<file path="src/hw/rtl/segment_font_pixel_generator_top_defines.svh">
// Assertion helpers for the segment font pixel generator.
`ifndef SEGMENT_FONT_PIXEL_GENERATOR_TOP_DEFINES_SVH
`define SEGMENT_FONT_PIXEL_GENERATOR_TOP_DEFINES_SVH

`ifndef SYNTH
`define SFPG_ASSERT_SAME(label, clk, rst_n, ante, cons) \
    label: assert property (@(posedge clk) disable iff (!rst_n) (ante) |-> (cons)) \
        else $error("sfpg assertion failed");
`define SFPG_ASSERT_NEXT(label, clk, rst_n, ante, cons) \
    label: assert property (@(posedge clk) disable iff (!rst_n) (ante) |=> (cons)) \
        else $error("sfpg assertion failed");
`else
`define SFPG_ASSERT_SAME(label, clk, rst_n, ante, cons)
`define SFPG_ASSERT_NEXT(label, clk, rst_n, ante, cons)
`endif

`endif

</file>
<file path="src/hw/rtl/sfpg_pkg.sv">
`default_nettype none

package sfpg_pkg;

    localparam int NUM_SEGS = 14;

    localparam logic [NUM_SEGS-1:0] SEG_A  = 14'h0001;
    localparam logic [NUM_SEGS-1:0] SEG_B  = 14'h0002;
    localparam logic [NUM_SEGS-1:0] SEG_C  = 14'h0004;
    localparam logic [NUM_SEGS-1:0] SEG_D  = 14'h0008;
    localparam logic [NUM_SEGS-1:0] SEG_E  = 14'h0010;
    localparam logic [NUM_SEGS-1:0] SEG_F  = 14'h0020;
    localparam logic [NUM_SEGS-1:0] SEG_G1 = 14'h0040;
    localparam logic [NUM_SEGS-1:0] SEG_G2 = 14'h0080;
    localparam logic [NUM_SEGS-1:0] SEG_H  = 14'h0100;
    localparam logic [NUM_SEGS-1:0] SEG_I  = 14'h0200;
    localparam logic [NUM_SEGS-1:0] SEG_J  = 14'h0400;
    localparam logic [NUM_SEGS-1:0] SEG_K  = 14'h0800;
    localparam logic [NUM_SEGS-1:0] SEG_L  = 14'h1000;
    localparam logic [NUM_SEGS-1:0] SEG_M  = 14'h2000;

    typedef enum logic [2:0] {
        REG_SCALE  = 3'd0,
        REG_FG     = 3'd1,
        REG_BG     = 3'd2,
        REG_OPAQUE = 3'd3
    } cfg_index_t;

    typedef struct packed {
        logic        [7:0] char_code;
        logic signed [7:0] col_offset;
        logic signed [7:0] row_offset;
    } in_t;

    typedef struct packed {
        logic        write_pixel;
        logic [31:0] pixel_value;
    } out_t;

    function automatic logic [NUM_SEGS-1:0] char_mask(input logic [7:0] code);
        logic [7:0]          c;
        logic [NUM_SEGS-1:0] m;
        c = code;
        if (c >= 8'h61 && c <= 8'h7A)
        begin
            c = c - 8'd32;
        end
        case (c)
            8'h30: m = SEG_A|SEG_B|SEG_C|SEG_D|SEG_E|SEG_F|SEG_M;
            8'h31: m = SEG_B|SEG_C;
            8'h32: m = SEG_A|SEG_B|SEG_G1|SEG_G2|SEG_E|SEG_D;
            8'h33: m = SEG_A|SEG_B|SEG_G1|SEG_G2|SEG_C|SEG_D;
            8'h34: m = SEG_F|SEG_B|SEG_G1|SEG_G2|SEG_C;
            8'h35: m = SEG_A|SEG_F|SEG_G1|SEG_G2|SEG_C|SEG_D;
            8'h36: m = SEG_A|SEG_F|SEG_G1|SEG_G2|SEG_E|SEG_C|SEG_D;
            8'h37: m = SEG_A|SEG_B|SEG_C;
            8'h38: m = SEG_A|SEG_B|SEG_C|SEG_D|SEG_E|SEG_F|SEG_G1|SEG_G2;
            8'h39: m = SEG_A|SEG_F|SEG_B|SEG_G1|SEG_G2|SEG_C|SEG_D;
            8'h41: m = SEG_A|SEG_B|SEG_C|SEG_E|SEG_F|SEG_G1|SEG_G2;
            8'h42: m = SEG_A|SEG_B|SEG_C|SEG_D|SEG_I|SEG_L|SEG_G1|SEG_G2;
            8'h43: m = SEG_A|SEG_F|SEG_E|SEG_D;
            8'h44: m = SEG_A|SEG_B|SEG_C|SEG_D|SEG_I|SEG_L;
            8'h45: m = SEG_A|SEG_F|SEG_E|SEG_D|SEG_G1|SEG_G2;
            8'h46: m = SEG_A|SEG_F|SEG_E|SEG_G1|SEG_G2;
            8'h47: m = SEG_A|SEG_F|SEG_E|SEG_D|SEG_C|SEG_G2;
            8'h48: m = SEG_B|SEG_C|SEG_E|SEG_F|SEG_G1|SEG_G2;
            8'h49: m = SEG_A|SEG_D|SEG_I|SEG_L;
            8'h4A: m = SEG_B|SEG_C|SEG_D|SEG_E;
            8'h4B: m = SEG_F|SEG_E|SEG_H|SEG_K|SEG_M;
            8'h4C: m = SEG_F|SEG_E|SEG_D;
            8'h4D: m = SEG_F|SEG_E|SEG_B|SEG_C|SEG_H|SEG_J;
            8'h4E: m = SEG_F|SEG_E|SEG_B|SEG_C|SEG_H|SEG_M;
            8'h4F: m = SEG_A|SEG_B|SEG_C|SEG_D|SEG_E|SEG_F;
            8'h50: m = SEG_A|SEG_F|SEG_E|SEG_B|SEG_G1|SEG_G2;
            8'h51: m = SEG_A|SEG_B|SEG_C|SEG_D|SEG_E|SEG_F|SEG_M;
            8'h52: m = SEG_A|SEG_F|SEG_E|SEG_B|SEG_G1|SEG_G2|SEG_M;
            8'h53: m = SEG_A|SEG_F|SEG_G1|SEG_G2|SEG_C|SEG_D;
            8'h54: m = SEG_A|SEG_I|SEG_L;
            8'h55: m = SEG_B|SEG_C|SEG_D|SEG_E|SEG_F;
            8'h56: m = SEG_F|SEG_B|SEG_K|SEG_M;
            8'h57: m = SEG_F|SEG_E|SEG_B|SEG_C|SEG_K|SEG_M;
            8'h58: m = SEG_H|SEG_J|SEG_K|SEG_M;
            8'h59: m = SEG_H|SEG_J|SEG_L;
            8'h5A: m = SEG_A|SEG_D|SEG_H|SEG_M;
            8'h3A: m = SEG_I|SEG_L;
            8'h2D: m = SEG_G1|SEG_G2;
            8'h2E: m = SEG_D;
            8'h2F: m = SEG_K|SEG_J;
            8'h5F: m = SEG_D;
            8'h25: m = SEG_H|SEG_M|SEG_K|SEG_J;
            default: m = '0;
        endcase
        return m;
    endfunction

endpackage

`default_nettype wire

</file>
<file path="src/hw/rtl/segment_font_pixel_generator_top.sv">
// Fourteen-segment text overlay, one pixel per request.
// Input channel (in_valid / in_stall / in_data): character code plus signed
// column and row offset from the glyph cell's top-left corner.
// Output channel (out_valid / out_stall / out_data): one result per request,
// write_pixel and the color to write (zero when nothing is written).
// Config channel (cfg_valid / cfg_ready / cfg_index / cfg_data): always ready;
// index 0 scale, 1 foreground, 2 background, 3 opaque flag, others ignored.
// Write config only while no request is in flight.
// A request is captured in the input register, evaluated in one combinational
// pass and lands in the output register. Throughput: one request per clock
// while the receiver does not stall, set by that single pass.
// When the receiver stalls, the output register holds; the input register
// takes one more request only if it is empty, and in_stall is high while it
// holds a request that cannot move on.
// Reset: both stages empty, scale 1, foreground all ones, background zero,
// opaque off.
`default_nettype none

`include "segment_font_pixel_generator_top_defines.svh"

module segment_font_pixel_generator_top #(
    parameter int MAX_SCALE = 16
) (
    input  wire logic          clk,
    input  wire logic          rst_n,
    input  wire logic          in_valid,
    output      logic          in_stall,
    input  wire sfpg_pkg::in_t in_data,
    output      logic          out_valid,
    input  wire logic          out_stall,
    output      sfpg_pkg::out_t out_data,
    input  wire logic          cfg_valid,
    output      logic          cfg_ready,
    input  wire logic [2:0]    cfg_index,
    input  wire logic [31:0]   cfg_data
);
    import sfpg_pkg::*;

    localparam int SW = $clog2(MAX_SCALE + 1);
    localparam int CW = $clog2(128 + 8 * MAX_SCALE) + 2;
    localparam int IW = $clog2(3 * MAX_SCALE + 1);
    localparam int PW = IW + 12;
    localparam int RECIP3 = 683;
    localparam int RSHIFT = 11;

    typedef logic signed [CW-1:0] coord_t;

    logic [SW-1:0]  scale_reg;
    logic [31:0]    fg_reg;
    logic [31:0]    bg_reg;
    logic           opaque_reg;

    in_t            in_reg;
    logic           s1_valid_reg;
    out_t           out_reg;
    logic           out_valid_reg;
    out_t           out_next;

    logic           adv;
    logic           in_take;
    logic [4:0]     cfg_scale_raw;

    coord_t x, y, s, h, s2, s3, s4, s6, s8;
    logic [NUM_SEGS-1:0] mask;
    logic [NUM_SEGS-1:0] hit;
    logic           lit;
    logic           in_cell;

    // floor(n / 3) for n = 2*i, n small enough for the reciprocal to be exact
    function automatic logic [IW-1:0] third(input logic [IW:0] n);
        logic [PW-1:0] prod;
        prod = PW'(n) * PW'(RECIP3);
        return IW'(prod >> RSHIFT);
    endfunction

    function automatic logic line_cover(input coord_t across, input coord_t along,
                                        input coord_t lo, input coord_t hi,
                                        input coord_t hw);
        return (across >= -hw) && (across <= hw) &&
               (along >= lo - hw) && (along <= hi + hw);
    endfunction

    // diagonal of 3s rows; column advances floor(2i/3) on row i
    function automatic logic diag_cover(input coord_t u, input coord_t v,
                                        input coord_t s3v, input coord_t hw);
        coord_t        ilo;
        coord_t        ihi;
        logic [IW-1:0] flo;
        logic [IW-1:0] fhi;
        ilo = u - hw;
        ihi = u + hw;
        if (ilo < 0)
        begin
            ilo = '0;
        end
        if (ihi > s3v)
        begin
            ihi = s3v;
        end
        flo = third({IW'(ilo), 1'b0});
        fhi = third({IW'(ihi), 1'b0});
        return (ilo <= ihi) &&
               (v >= $signed({{(CW-IW){1'b0}}, flo}) - hw) &&
               (v <= $signed({{(CW-IW){1'b0}}, fhi}) + hw);
    endfunction

    assign cfg_ready = 1'b1;
    assign cfg_scale_raw = cfg_data[4:0];

    always_ff @(posedge clk or negedge rst_n)
    begin
        if (!rst_n)
        begin
            scale_reg  <= SW'(1);
            fg_reg     <= 32'hFFFF_FFFF;
            bg_reg     <= '0;
            opaque_reg <= 1'b0;
        end
        else if (cfg_valid && cfg_ready)
        begin
            case (cfg_index)
                REG_SCALE:
                begin
                    // zero acts as one, large values saturate
                    if (cfg_scale_raw == 5'd0)
                    begin
                        scale_reg <= SW'(1);
                    end
                    else if (int'(cfg_scale_raw) > MAX_SCALE)
                    begin
                        scale_reg <= SW'(MAX_SCALE);
                    end
                    else
                    begin
                        scale_reg <= SW'(cfg_scale_raw);
                    end
                end
                REG_FG:     fg_reg     <= cfg_data;
                REG_BG:     bg_reg     <= cfg_data;
                REG_OPAQUE: opaque_reg <= cfg_data[0];
                default:    ;
            endcase
        end
    end

    assign adv      = !out_valid_reg || !out_stall;
    assign in_stall = s1_valid_reg && !adv;
    assign in_take  = in_valid && !in_stall;

    always_ff @(posedge clk or negedge rst_n)
    begin
        if (!rst_n)
        begin
            s1_valid_reg  <= 1'b0;
            out_valid_reg <= 1'b0;
        end
        else
        begin
            if (adv)
            begin
                out_valid_reg <= s1_valid_reg;
            end
            if (in_take)
            begin
                s1_valid_reg <= 1'b1;
            end
            else if (adv)
            begin
                s1_valid_reg <= 1'b0;
            end
        end
    end

    always_ff @(posedge clk)
    begin
        if (in_take)
        begin
            in_reg <= in_data;
        end
        if (adv && s1_valid_reg)
        begin
            out_reg <= out_next;
        end
    end

    always_comb
    begin
        x    = CW'(in_reg.col_offset);
        y    = CW'(in_reg.row_offset);
        s    = $signed({{(CW-SW){1'b0}}, scale_reg});
        h    = s >>> 1;
        s2   = s <<< 1;
        s4   = s <<< 2;
        s8   = s <<< 3;
        s3   = s2 + s;
        s6   = s4 + s2;
        mask = char_mask(in_reg.char_code);

        hit[0]  = line_cover(y,      x, '0, s4, h);
        hit[1]  = line_cover(x - s4, y, '0, s3, h);
        hit[2]  = line_cover(x - s4, y, s3, s6, h);
        hit[3]  = line_cover(y - s6, x, '0, s4, h);
        hit[4]  = line_cover(x,      y, s3, s6, h);
        hit[5]  = line_cover(x,      y, '0, s3, h);
        hit[6]  = line_cover(y - s3, x, '0, s2, h);
        hit[7]  = line_cover(y - s3, x, s2, s4, h);
        hit[8]  = diag_cover(y,      x,      s3, h);
        hit[9]  = line_cover(x - s2, y, '0, s3, h);
        hit[10] = diag_cover(y,      s4 - x, s3, h);
        hit[11] = diag_cover(s6 - y, x,      s3, h);
        hit[12] = line_cover(x - s2, y, s3, s6, h);
        hit[13] = diag_cover(s6 - y, s4 - x, s3, h);

        lit     = |(hit & mask);
        in_cell = (x >= 0) && (y >= 0) && (x < s6) && (y < s8);

        if (lit)
        begin
            out_next.write_pixel = 1'b1;
            out_next.pixel_value = fg_reg;
        end
        else if (opaque_reg && in_cell)
        begin
            out_next.write_pixel = 1'b1;
            out_next.pixel_value = bg_reg;
        end
        else
        begin
            out_next.write_pixel = 1'b0;
            out_next.pixel_value = '0;
        end
    end

    assign out_valid = out_valid_reg;
    assign out_data  = out_reg;

    `SFPG_ASSERT_NEXT(a_take_fills_s1, clk, rst_n, in_take, s1_valid_reg)
    `SFPG_ASSERT_NEXT(a_s1_moves_out, clk, rst_n, s1_valid_reg && adv, out_valid_reg)
    `SFPG_ASSERT_SAME(a_no_write_zero, clk, rst_n, out_valid_reg && !out_reg.write_pixel,
                      out_reg.pixel_value == 32'd0)
    `SFPG_ASSERT_SAME(a_scale_range, clk, rst_n, 1'b1,
                      scale_reg != '0 && int'(scale_reg) <= MAX_SCALE)

endmodule

`default_nettype wire
</file>
<file path="config.mk">
export PLATFORM = sky130hd
export DESIGN_NAME = segment_font_pixel_generator_top
export DESIGN_NICKNAME = d
export VERILOG_FILES = /design/src/hw/rtl/sfpg_pkg.sv /design/src/hw/rtl/segment_font_pixel_generator_top.sv
export VERILOG_INCLUDE_DIRS = /design/src /design/src/hw/rtl
export SDC_FILE = /design/constraint.sdc
export NUM_CORES = 1
export LEC_CHECK = 0
export BUFFER_PORTS_ARGS = -buffer_cell sky130_fd_sc_hd__buf_4
export CAP_MARGIN = 0
export CORE_ASPECT_RATIO = 1.4
export CORE_MARGIN = 3
export CORE_UTILIZATION = 35
export CTS_CLUSTER_DIAMETER = 150
export CTS_CLUSTER_SIZE = 8
export DETAILED_ROUTE_END_ITERATION = 8
export PLACE_DENSITY_LB_ADDON = 0.12
export SLEW_MARGIN = 25
export SYNTH_ARGS = -nofsm -noshare
export SYNTH_HDL_FRONTEND = slang
export SYNTH_SLANG_ARGS = --single-unit
</file>
<file path="constraint.sdc">
create_clock -name clk -period 20.5 [get_ports clk]
set_input_delay 6.15 -clock clk [delete_from_list [all_inputs] [get_ports clk]]
set_output_delay 6.15 -clock clk [all_outputs]
set_load 0.005 [all_outputs]
</file>
### Yosys cells after proc, flatten, opt, wreduce, memory -nomap -nowiden

Memory sizes are Yosys's and may differ from the RTL's.
Index checks and enable logic that the tools add are counted.

* ROM bits: 1792
* output and inout port bits: 36
* bits in latches: 0
* bits of input ports: 64
* logic and storage cells: 153
* register bits after elaboration: 129
* RAM bits: 0
* memories: 1

* $add $sub $neg: 25
* bitwise gates (word level): 1
* magnitude comparators: 41
* shift-type cells: 0
* muxes and demuxes: 12
* multiply operators: 4
* equal/unequal tests: 3
* divide/modulo/power cells: 0
* reduce and logical (&&, ||, !) cells: 55

Memories
* (name not given): words 128, width 14, read ports 1, clocked after memory_dff 0, wr ports 0, line sfpg_pkg.sv:48 `case (c)`

Operators by type and width (count)
* 6-bit by 10-bit multiplier with 16-bit output (second input constant): 4
* 1-bit logical AND: 42
* 10-bit 2-to-1 mux: 4
* 33-bit 2-to-1 mux: 1
* 32-bit 2-to-1 mux: 1
* 9-bit by 10-bit >= comparator with 1-bit output: 3
* 9-bit by 5-bit <= comparator with 1-bit output: 3
* 8-bit by 8-bit subtractor with 9-bit output: 3
* 8-bit by 7-bit >= comparator with 1-bit output: 3
* 8-bit <= comparator: 3
* 6-bit by 4-bit adder with 7-bit output: 3
* 6-bit by 4-bit subtractor with 7-bit output: 3
* 8-bit by 10-bit >= comparator with 1-bit output: 2
* 10-bit <= comparator: 2
* 9-bit by 7-bit >= comparator with 1-bit output: 2
* 8-bit by 9-bit <= comparator with 1-bit output: 2
* 9-bit by 8-bit <= comparator with 1-bit output: 2
* 8-bit by 9-bit less-than comparator with 1-bit output: 2
* 7-bit by 4-bit adder with 8-bit output: 2
* 8-bit by 1-bit >= comparator with 1-bit output (second input constant): 2
* 8-bit by 5-bit >= comparator with 1-bit output: 2
* 8-bit by 5-bit <= comparator with 1-bit output: 2
* 14-bit AND: 1
* 14-bit 2-to-1 mux: 1
* other kinds (37): 46

### Longest topological paths before layout

* depth in word-level cells: 13
* depth in mapped cells: 56
* mapped depth without buffers: 53

### Worst setup path before layout

OpenSTA, ideal clock, no wires.

* path type: input port to output port
* start: input out_stall
* end: output in_stall
* cell stages on the path: 2
* setup slack: 8.055 ns
* path buffers: 0
* data required time: 14.350 ns
* arrival time: 6.295 ns
* path through: nand3_1 inv_1

* longest elaborated chain between the ends: 4

Ends and longest elaborated chain
* start, declared: line segment_font_pixel_generator_top.sv:30 `input wire logic out_stall,`
* 1-bit logical NOT: line segment_font_pixel_generator_top.sv:146 `assign adv = !out_valid_reg || !out_stall;`
* 1-bit logical OR: line segment_font_pixel_generator_top.sv:146
* 1-bit logical NOT: line segment_font_pixel_generator_top.sv:147 `assign in_stall = s1_valid_reg && !adv;`
* 1-bit logical AND: line segment_font_pixel_generator_top.sv:147
* end, declared: line segment_font_pixel_generator_top.sv:27 `output logic in_stall,`

No other way between the ends.

==> report_table.html <==
<table>
<tr><th>Metric</th><th>Value</th></tr>
<tr><th colspan="2">Critical path</th></tr>
<tr><td>Slowest stage delay, CP</td><td>910 ps</td></tr>
<tr><td>Required time at the worst-slack endpoint</td><td>20800 ps</td></tr>
<tr><td>Endpoint class of the critical path</td><td>flip-flop</td></tr>
<tr><td>Worst path buffer plus inverter count</td><td>9</td></tr>
<tr><td>Startpoint type of the worst setup path</td><td>flip-flop</td></tr>
<tr><td>CP Depth</td><td>50</td></tr>
<tr><td>Worst-path fanout max</td><td>32</td></tr>
<tr><td>Cell with the largest stage delay on the worst path</td><td>dfstp_2</td></tr>
<tr><td>Kind of cell adding the most delay to the critical path</td><td>adder cells</td></tr>
<tr><td>Setup slack on the worst flop-to-flop path</td><td>6250 ps</td></tr>
<tr><td>Setup crit start</td><td>scale_reg[0]</td></tr>
<tr><td>RR Startpoint</td><td>scale_reg[0]</td></tr>
<tr><td>Setup crit end</td><td>out_data[0]</td></tr>
<tr><td>Cell count of the worst reg-to-reg path</td><td>50</td></tr>
<tr><td>Endpoint arrival time on the critical path</td><td>14540 ps</td></tr>
<tr><td>Worst setup path class</td><td>reg2reg</td></tr>
<tr><td>Most common cell on crit path</td><td>inv_1</td></tr>
<tr><td>End of the worst register-to-register path</td><td>out_data[0]</td></tr>
<tr><th colspan="2">Placed design</th></tr>
<tr><td>Cell count after placement</td><td>3006</td></tr>
<tr><td>Placed wire-length estimate after detailed placement</td><td>~48000 um</td></tr>
<tr><td>Port Buffers</td><td>98</td></tr>
<tr><td>Placer's final routability congestion estimate</td><td>just over 0.9</td></tr>
<tr><th colspan="2">Logic synthesis</th></tr>
<tr><td>Count of warnings emitted by yosys</td><td>0</td></tr>
<tr><td>Area share of fa/ha/maj cells after synthesis</td><td>30.78%</td></tr>
<tr><td>Mapped Nets</td><td>~2800</td></tr>
<tr><td>Largest cells by area after synthesis</td><td>ha_1 (26%), edfxtp_1 (8.6%), dfrtp_1 (4.9%)</td></tr>
<tr><td>Post-synthesis async set-or-reset flop share</td><td>55.81%</td></tr>
<tr><td>Gate count after technology mapping</td><td>2238</td></tr>
<tr><td>Combinational family with the most area after synthesis</td><td>adder cells</td></tr>
<tr><td>Library cell with the highest instance count after synthesis</td><td>ha_1</td></tr>
<tr><td>EDFF count, synth</td><td>57</td></tr>
<tr><td>Cell taking the most area after synthesis</td><td>ha_1</td></tr>
<tr><td>Share of cell area taken by muxes after synthesis</td><td>around 4.5%</td></tr>
<tr><td>Cell area after technology mapping</td><td>19850 sq um</td></tr>
<tr><td>FF+latch count, synth</td><td>129</td></tr>
<tr><td>Dominant register cell in the synthesized netlist</td><td>edfxtp_1</td></tr>
<tr><td>Cell types with the highest counts after synthesis</td><td>ha_1 (410), inv_1 (188), nand3_1 (126)</td></tr>
<tr><td>Basic-gate share of the synthesized area counting and, or, nand and nor cells</td><td>15.13%</td></tr>
<tr><td>Synth unique cells</td><td>97</td></tr>
<tr><td>Area share of the leading cell type in the synthesized netlist</td><td>25.84%</td></tr>
<tr><td>Proportion of synthesized chip area in sequential cells</td><td>between 10% and 20%</td></tr>
<tr><td>Post-synthesis xor/xnor area fraction</td><td>approximately 5.5%</td></tr>
<tr><td>Compound-gate portion of the synthesized area</td><td>20.33%</td></tr>
<tr><td>Per-instance average area after synthesis</td><td>around 8.9 sq um</td></tr>
<tr><th colspan="2">GRT</th></tr>
<tr><td>Maximum number of pins on one net before global-route repair</td><td>98</td></tr>
<tr><td>Global-route wire length before repair</td><td>about 100000 um</td></tr>
<tr><td>Vias in the first global route</td><td>18110</td></tr>
<tr><td>Initial antenna violation count</td><td>0</td></tr>
<tr><td>Global Route Usage Sum</td><td>21.21%</td></tr>
<tr><td>Remaining Overflow, GRT</td><td>0</td></tr>
<tr><th colspan="2">Flow run</th></tr>
<tr><td>Max capacitance violation total</td><td>0</td></tr>
<tr><th colspan="2">Layout</th></tr>
<tr><td>Utilization after layout</td><td>between 30% and 40%</td></tr>
<tr><td>Max reg flops</td><td>33</td></tr>
<tr><td>Nets</td><td>2817</td></tr>
<tr><td>Non-filler instance count after layout</td><td>3038</td></tr>
<tr><td>Antenna Cells</td><td>0</td></tr>
<tr><td>Number of filler cells placed in the layout</td><td>5532</td></tr>
<tr><td>Area Overhead vs Synth</td><td>10.76%</td></tr>
<tr><td>Fraction of final layout cells sized beyond drive strength 1</td><td>13.29%</td></tr>
<tr><th colspan="2">Floorplan</th></tr>
<tr><td>Overall die width</td><td>about 210 um</td></tr>
<tr><td>Vertical extent of the die</td><td>between 200 and 300 um</td></tr>
<tr><td>Area of the die</td><td>just under 60000 sq um</td></tr>
<tr><td>Initial core utilization</td><td>35.59%</td></tr>
<tr><td># IOs</td><td>100</td></tr>
<tr><td>Row cnt</td><td>102</td></tr>
<tr><td>Core Area</td><td>55770 sq um</td></tr>
<tr><th colspan="2">Clock network</th></tr>
<tr><td>Clock root buffer</td><td>clkbuf_16</td></tr>
<tr><td>Clock latency reported for the late side of the worst-skew pair</td><td>440 ps</td></tr>
<tr><td>Num Clock Sinks</td><td>129</td></tr>
<tr><td>Maximum level of the CTS H-tree</td><td>4</td></tr>
<tr><td>Setup bufs post-CTS</td><td>0</td></tr>
<tr><td>CTS clock-pin slew for the worst setup and hold paths</td><td>roughly 60 ps</td></tr>
<tr><td>Post-cts repair resize count</td><td>0</td></tr>
<tr><td>TritonCTS clock tree</td><td>done</td></tr>
<tr><td>Clock Tree Buf Depth</td><td>2</td></tr>
<tr><td>Number of hold buffers added after cts</td><td>0</td></tr>
<tr><td>Clock buffers created by TritonCTS</td><td>17</td></tr>
<tr><th colspan="2">STA</th></tr>
<tr><td>Clock period minus worst slack</td><td>~14000 ps</td></tr>
<tr><td>Slew of the pin with the lowest slew margin</td><td>970.6 ps</td></tr>
<tr><td>Max_slew headroom</td><td>a little over a third</td></tr>
<tr><td>Achievable clock frequency</td><td>70.19 MHz</td></tr>
<tr><td>Fin. max-slew vios</td><td>0</td></tr>
<tr><td>Worst clock skew</td><td>about 11 ps</td></tr>
<tr><td>Setup total negative slack</td><td>0 ps</td></tr>
<tr><td>Number of failing hold endpoints at the final stage</td><td>0</td></tr>
<tr><td>Setup repair after global routing missed its margin</td><td>no</td></tr>
<tr><td>Final cycle utilization of the critical path</td><td>69.50%</td></tr>
<tr><td>Final setup violation count</td><td>0</td></tr>
<tr><th colspan="2">Drt</th></tr>
<tr><td>Routed wire length</td><td>64150 um</td></tr>
<tr><td>Pre-Repair DR Iteration Count</td><td>5</td></tr>
<tr><td>Post-detailed-route DRC marker count</td><td>0</td></tr>
<tr><td>Antenna-violating nets left</td><td>0</td></tr>
<tr><td>Via Count</td><td>17330</td></tr>
<tr><td>Number of vias per cell</td><td>about 5.7</td></tr>
<tr><td>Detailed Route Iter0 Violations</td><td>1128</td></tr>
<tr><td>Post-detailed-route wirelength per cell</td><td>roughly 21 um</td></tr>
<tr><th colspan="2">Outcome</th></tr>
<tr><td>Status</td><td>finished clean</td></tr>
<tr><th colspan="2">Hold path</th></tr>
<tr><td>Hold Path Stages</td><td>1</td></tr>
<tr><td>Type of the most critical hold path</td><td>reg2reg</td></tr>
</table>
==> how the worst min path moves through the flow <==
stage	from	to	slack, ps
after floorplan	s1_valid_reg	out_valid	440
after global placement	s1_valid_reg	out_valid	460
after detailed placement	s1_valid_reg	out_valid	480
after CTS	s1_valid_reg	out_valid	500
after global routing	bg_reg[12]	bg_reg[12]	520
final	s1_valid_reg	out_valid	500
==> cell usage in the layout, fill, tap and decap left out, drive strengths merged, types with 18 or more instances in the layout <==
cell	n
a2111oi	34
a21o	81
a21oi	126
a311oi	36
buf	132
clkbuf	18
dfrtp	39
dfstp	33
edfxtp	57
fa	46
ha	410
inv	194
mux2	67
nand2	103
nand2b	49
nand3	127
nand4	25
nor2	108
nor2b	56
nor3	58
o21a	72
o21ai	88
xnor2	88
xor2	35
==> kinds of logic after synthesis <==
family,Yosys count
AOI/OAI and AO/OA,575
xor gates and xnor gates,123
adders and majority gates,462
buffers and inverters,283
DFF,129
muxes,79
other,1
and+or+nand+nor,586
==> worst register-to-register path, delay by kind of cell (launching register included) <==
| kind | cells | cell delay [ps] |
|---|---|---|
| fa+ha+maj | 10 | 4140 |
| compound gates | 13 | 3070 |
| simple gates | 12 | 2690 |
| buf+inv | 9 | 1430 |
| xor+xnor | 4 | 1040 |
| flops | 1 | 910 |
| mux | 2 | 850 |
==> metrics by stage <==
step           setup slack, ps  cell area [sq um]  hold WS, ps
6_report                  6253              21990        499.1
5_1_grt                   5454              21990        521.7
4_1_cts                   6326              21990        500.9
3_5_place_dp              6377              21380        483.5
3_3_place_gp              6361              21380        459.1
2_1_floorplan             8055              19850        443.4
==> layout make-up <==
class	count	area [sq um]	area share, %
timing repair buffer	132	991.0	4.507
tap	728	910.9	4.143
inverter	191	716.9	3.261
clock buffer	18	429.2	1.952
multi-input combinational	1826	15200	69.16
clock inverter	14	178.9	0.8138
sequential	129	3555	16.17
==> routing by layer <==
layer,share of wire [%],track usage [%],wire (um)
met5,0,0,0
met4,3.2,7.522,2045
met3,3.9,2.703,2491
met2,51,40.00,33020
met1,41,24.50,26590
Power is left out: the tool's default activity adds up to more than one toggle a clock period on the data nets, which glitch-free logic cannot reach.
